$ cat src/rtl/lzwd_pkg.sv
`timescale 1ns / 1ps
`default_nettype none
// ----------------------------------------------------------------------------
// LZW code decoder package
// Shared constants, error codes and the result record passed to the output
// register.
// ----------------------------------------------------------------------------
package lzwd_pkg;

   // Codes below this value are literal bytes.
   localparam int LITERAL_COUNT = 256;

   // Bytes carried by one result.
   localparam int BYTES_PER_RSP = 8;
   localparam int COUNT_W       = 4;

   // Result data word: eight bytes, then the byte count, padded to whole bytes.
   localparam int RSP_DATA_W = ((BYTES_PER_RSP * 8 + COUNT_W + 7) / 8) * 8;
   localparam int RSP_PAD_W  = RSP_DATA_W - BYTES_PER_RSP * 8 - COUNT_W;

   // Error kinds reported in tuser.
   localparam logic [1:0] ERR_NONE     = 2'd0;
   localparam logic [1:0] ERR_INVALID  = 2'd1;
   localparam logic [1:0] ERR_TOO_LONG = 2'd2;
   localparam logic [1:0] ERR_HALTED   = 2'd3;

   typedef struct packed {
      logic [1:0]                          error_kind;
      logic                                last_of_code;
      logic [COUNT_W-1:0]                  byte_count;
      logic [BYTES_PER_RSP-1:0][7:0]       data_bytes;
   } rsp_type;

endpackage : lzwd_pkg
`default_nettype wire

$ cat src/rtl/lzwd_rsp_reg.sv
`timescale 1ns / 1ps
`default_nettype none
// ----------------------------------------------------------------------------
// LZW decoder result register
// Holds one finished result on the output stream so the decoder core can go
// on with the next request while the result waits to be taken.
// ----------------------------------------------------------------------------
module lzwd_rsp_reg (
   input  wire logic                          clock,
   input  wire logic                          reset,
   input  wire logic                          load,
   input  wire lzwd_pkg::rsp_type             rsp_in,
   output logic                               free,
   output logic                               rsp_tvalid,
   input  wire logic                          rsp_tready,
   // rsp_tdata, from bit 0 up: byte_a .. byte_h, byte_count, zero padding
   output logic [lzwd_pkg::RSP_DATA_W-1:0]    rsp_tdata,
   output logic                               rsp_tlast,
   // rsp_tuser, from bit 0 up: error_kind
   output logic [1:0]                         rsp_tuser
);
   import lzwd_pkg::*;

   logic    rsp_valid_ff;
   logic    rsp_valid_in;
   rsp_type rsp_data_ff;

   // The register can take a new result when it is empty or being drained.
   assign free = !rsp_valid_ff || rsp_tready;

   always_comb begin
      rsp_valid_in = rsp_valid_ff;
      if (load) begin
         rsp_valid_in = 1'b1;
      end else if (rsp_tready) begin
         rsp_valid_in = 1'b0;
      end
   end

   always_ff @(posedge clock) begin
      if (reset) begin
         rsp_valid_ff <= 1'b0;
      end else begin
         rsp_valid_ff <= rsp_valid_in;
      end
   end

   always_ff @(posedge clock) begin
      if (load) begin
         rsp_data_ff <= rsp_in;
      end
   end

   assign rsp_tvalid = rsp_valid_ff;
   assign rsp_tdata  = {{RSP_PAD_W{1'b0}}, rsp_data_ff.byte_count, rsp_data_ff.data_bytes};
   assign rsp_tlast  = rsp_data_ff.last_of_code;
   assign rsp_tuser  = rsp_data_ff.error_kind;

endmodule : lzwd_rsp_reg
`default_nettype wire
$ cat config.mk
export PLATFORM = sky130hd
export DESIGN_NAME = lzwd_rsp_reg
export DESIGN_NICKNAME = d
export VERILOG_FILES = /design/src/rtl/lzwd_pkg.sv /design/src/rtl/lzwd_rsp_reg.sv
export SDC_FILE = /design/constraint.sdc
export NUM_CORES = 1
export LEC_CHECK = 0
export ABC_AREA = 1
export BUFFER_PORTS_ARGS = -buffer_cell sky130_fd_sc_hd__buf_2
export CAP_MARGIN = 20
export CORE_UTILIZATION = 45
export CTS_BUF_LIST = sky130_fd_sc_hd__clkbuf_8
export DETAILED_ROUTE_END_ITERATION = 6
export PLACE_DENSITY = 0.94
export SLEW_MARGIN = 40
export SYNTH_ARGS = -nofsm -noshare
export SYNTH_HDL_FRONTEND = slang
export SYNTH_SLANG_ARGS = --single-unit
$ cat constraint.sdc
create_clock -name clock -period 1.3 [get_ports clock]
set_input_delay 0.13 -clock clock [delete_from_list [all_inputs] [get_ports clock]]
set_output_delay 0.13 -clock clock [all_outputs]
set_load 0.01 [all_outputs]
* After elaboration in Yosys (flattened, before gate mapping)
Cells that the tools add are included.
** Word-level totals
- Register bits after elaboration :: 72
- Input port bits :: 75
- Output and inout port bits :: 77
- Word-level logic and storage cells :: 17
** Cells by class
- Muxes and demuxes :: 2
- Reductions and logical operators :: 3
** Operators by type and width (count)
- 2-to-1 mux 1 bit :: 2
- nonzero test 2 bit :: 1
- zero test 1 bit :: 1
- logical OR 1 bit :: 1

* Logic depth before layout (Yosys ltp)
- Word-level depth :: 2
- Mapped depth :: 3
- Gate-level depth less buffers :: 3

* Least setup slack after synthesis
OpenSTA, ideal clock, no wires.
- Path kind :: register to register
- Start :: register, netlist name rsp_tvalid
- End :: register rsp_valid_ff (netlist: rsp_tvalid)
- Library setup time :: 0.066 ns
- Arrival :: 0.571 ns
- Data required time :: 1.234 ns
- Path slack :: 0.663 ns
- Cell stages (with the launch flop) :: 3
- Path buffers :: 0
- Period minus slack after synthesis :: 0.637 ns
- Path through :: dfxtp_1 > nand2_2 > a21oi_2
** RTL lines
- end signal, assigned :: RTL line lzwd_rsp_reg.sv:44 : rsp_valid_ff <= rsp_valid_in;
- end, declared :: RTL line lzwd_rsp_reg.sv:24 : logic rsp_valid_ff;

* Worst setup path after layout
- Start :: register rsp_data_ff, in the netlist rsp_tdata[13]
- End :: output rsp_tdata[13] (netlist bit)
** RTL lines
- start, declared :: RTL line lzwd_rsp_reg.sv:26 : rsp_type rsp_data_ff;
- start signal, assigned :: RTL line lzwd_rsp_reg.sv:50 : rsp_data_ff <= rsp_in;
- end, declared :: RTL line lzwd_rsp_reg.sv:17 : output logic [lzwd_pkg::RSP_DATA_W-1:0] rsp_tdata,
No word-level cell between the ends.

==> results.json <==
{
  "htreeDepth": 3,
  "overflow": 0,
  "io_pins": 152,
  "regToRegSetupSlack_ps": 710,
  "p_comb_frac": 0.122,
  "final_nets": 386,
  "die_x_um": 72.06,
  "routabilityCongestion": 0.6887,
  "worstHoldEndpoint": "rsp_tvalid",
  "worst_ep_arrival_time_ps": 940,
  "cts_tree": "yes",
  "yosysTopAreaCell": "edfxtp_1",
  "cellLeakagePower_uw": 0.001721,
  "grt_first_pass_wirelength_um": 10750,
  "place_inst": 295,
  "path_buf_inv": 1,
  "start_util": 0.4675,
  "startpoint_type": "register",
  "crit_path_max_fanout": 1,
  "grt_pass1_vias": 1879,
  "antenna_found_initial": 0,
  "status": "complete, no violations",
  "die_area_um2": 5192,
  "synth_area_um2": 2208,
  "numCtsBuffers": 9,
  "yosysSeqAreaShare": 0.9745,
  "drv_cap": 0,
  "power_frac_clock": 0.353,
  "finalNonFillerCells": 382,
  "peakVddDrop_uv": 1106,
  "ant_nets": 0,
  "period_share": 0.8232,
  "cp_slowest_cell": "edfxtp_1",
  "routed_wl_um": 7722,
  "nFillCells": 221,
  "layout-drive-gt1-share": 0.5206,
  "clk_latency_ps": 330,
  "final_common_cell": "buf_2",
  "slew_violations": 0,
  "r2r_start": "rsp_tvalid",
  "fin_skew_ps": 0,
  "synth_area_per_cell_um2": 27.26,
  "cts_root_buf": "clkbuf_8",
  "finalHoldViolCount": 0,
  "n_antenna_cell": 0,
  "p_per_area_nw_per_um2": 1356,
  "area_growth_pct": 79.26,
  "cp_slowest_stage_delay_ps": 430,
  "cts_max_path_buffers": 2,
  "seq_power_share": 0.525,
  "grt_max_degree": 73,
  "finalSetupTns_ps": 0,
  "finalCriticalPeriod_ps": 1070,
  "routedWlPerCell_um": 20.21,
  "yosysTopAreaCellShare": 0.9654,
  "firstDrtPassIters": 4,
  "r2r-end": "rsp_tvalid",
  "crit_cells": 1,
  "viasPerCell": 4.717,
  "yosysWarningCount": 0,
  "end_kind": "primary output",
  "num_vias": 1802,
  "internal_power_uw": 4159,
  "place_hpwl_um": 3476,
  "rr_worst_depth": 2,
  "synth_seq_cells": 72,
  "p_sw_uw": 1210,
  "mostFrequentLayoutCells": "buf_2, dlygate4sd3_1, edfxtp_1, clkbuf_8, conb_1",
  "ys_types": 7,
  "worstHoldPathCells": 4,
  "syn_inst": 81,
  "finalSetupViolations": 0,
  "path_delay_family": "flip-flops",
  "switching_share": 0.2254,
  "hold_path.class": "input pin to register",
  "cts_setup_buffers": 0,
  "synth_area_leaders": "edfxtp_1, buf_4, dfxtp_1",
  "fmax_ghz": 0.9344,
  "core_area_um2": 4723,
  "worstSetupPathType": "register to primary output",
  "rsz0062_at_grt": "no",
  "port_buffers": 147,
  "grt_use_total": 0.3064,
  "fp.dieH_um": 72.06,
  "min_from": "rsp_tready",
  "clkTransAtPathRegs_ps": 80,
  "cp_cell_sequence": "buf_2",
  "drt_iter0_markers": 117,
  "cts_sinks": 72,
  "rows": 25,
  "worstPathRequired_ps": 1170,
  "drc": 0
}
## state kept, by name, indices dropped and copies added, names as in the netlist
| signal | flops |
|---|---|
| rsp_tdata | 68 |
| rsp_tvalid | 1 |
| rsp_tuser | 2 |
| rsp_tlast | 1 |
## stage by stage
step | instance area (um^2) | power (uW) | setup slack, ps | hold slack, ps | util
final | 3959 | 5370 | 229.8 | 53.90 | 0.8381
after global routing | 3959 | 5532 | 191.4 | 60.81 | 0.8381
after CTS | 3959 | 5288 | 269.2 | 38.56 | 0.8381
after detailed placement | 3029 | 3297 | 362.4 | 296.0 | 0.6413
after global placement | 3029 | 3267 | 386.3 | 289.4 | 0.6413
after floorplan | 2220 | 2973 | 663.5 | 192.4 | -
## power by group through the flow
stage | clock, uW | sequential (uW) | combinational, uW
2_1_floorplan | 0 | 2950 | 19.3
3_3_place_gp | 0 | 2840 | 431
3_5_place_dp | 0 | 2840 | 453
4_1_cts | 1870 | 2790 | 624
5_1_grt | 2010 | 2830 | 688
6_report | 1890 | 2820 | 657
## cells in the mapped netlist (all sizes together)
library cell,instances
dfxtp,1
edfxtp,71
conb,1
buf,4
inv,2
nand2,1
a21oi,1
## what timing repair did
action | in CTS | in global routing
resized for setup | 0 | 0
hold buffers | 72 | 0
hold endpoints to repair | 72 | 0
## metal layers
metal | share of wire | GRT usage | up-vias
li1 | - | - | 768
met1 | 0.37 | 0.3464 | 879
met2 | 0.51 | 0.5199 | 125
met3 | 0.078 | 0.09583 | 30
met4 | 0.045 | 0.1699 | 0
met5 | 0 | 0 | -
## cell families after synthesis
group,Yosys count,share of synthesized area
compound gates,1,0.003967
buf+inv,6,0.01700
flops,72,0.9745
other cells,1,0.001698
simple gates,1,0.002835
## layout make-up
type | count | area, um^2 | area share
flip-flops and latches | 72 | 2152 | 0.5436
repair buffers | 220 | 1476 | 0.3729
clock buffers | 9 | 123.9 | 0.03129
clock inverters | 6 | 85.08 | 0.02149
well taps | 67 | 83.83 | 0.02118
multi-input cells | 6 | 30.03 | 0.007585
inverters | 2 | 7.507 | 0.001896
## worst max path at each step
stage	startpoint	to	slack, ps
finish	rsp_tdata[13]	rsp_tdata[13]	230
global route	rsp_tdata[13]	rsp_tdata[13]	190
CTS	rsp_tvalid	free	270
detailed placement	load	rsp_tdata[31]	360
global placement	load	rsp_tdata[39]	390
floorplan	rsp_tvalid	rsp_tvalid	660
Power figures use the tool's default switching activity.
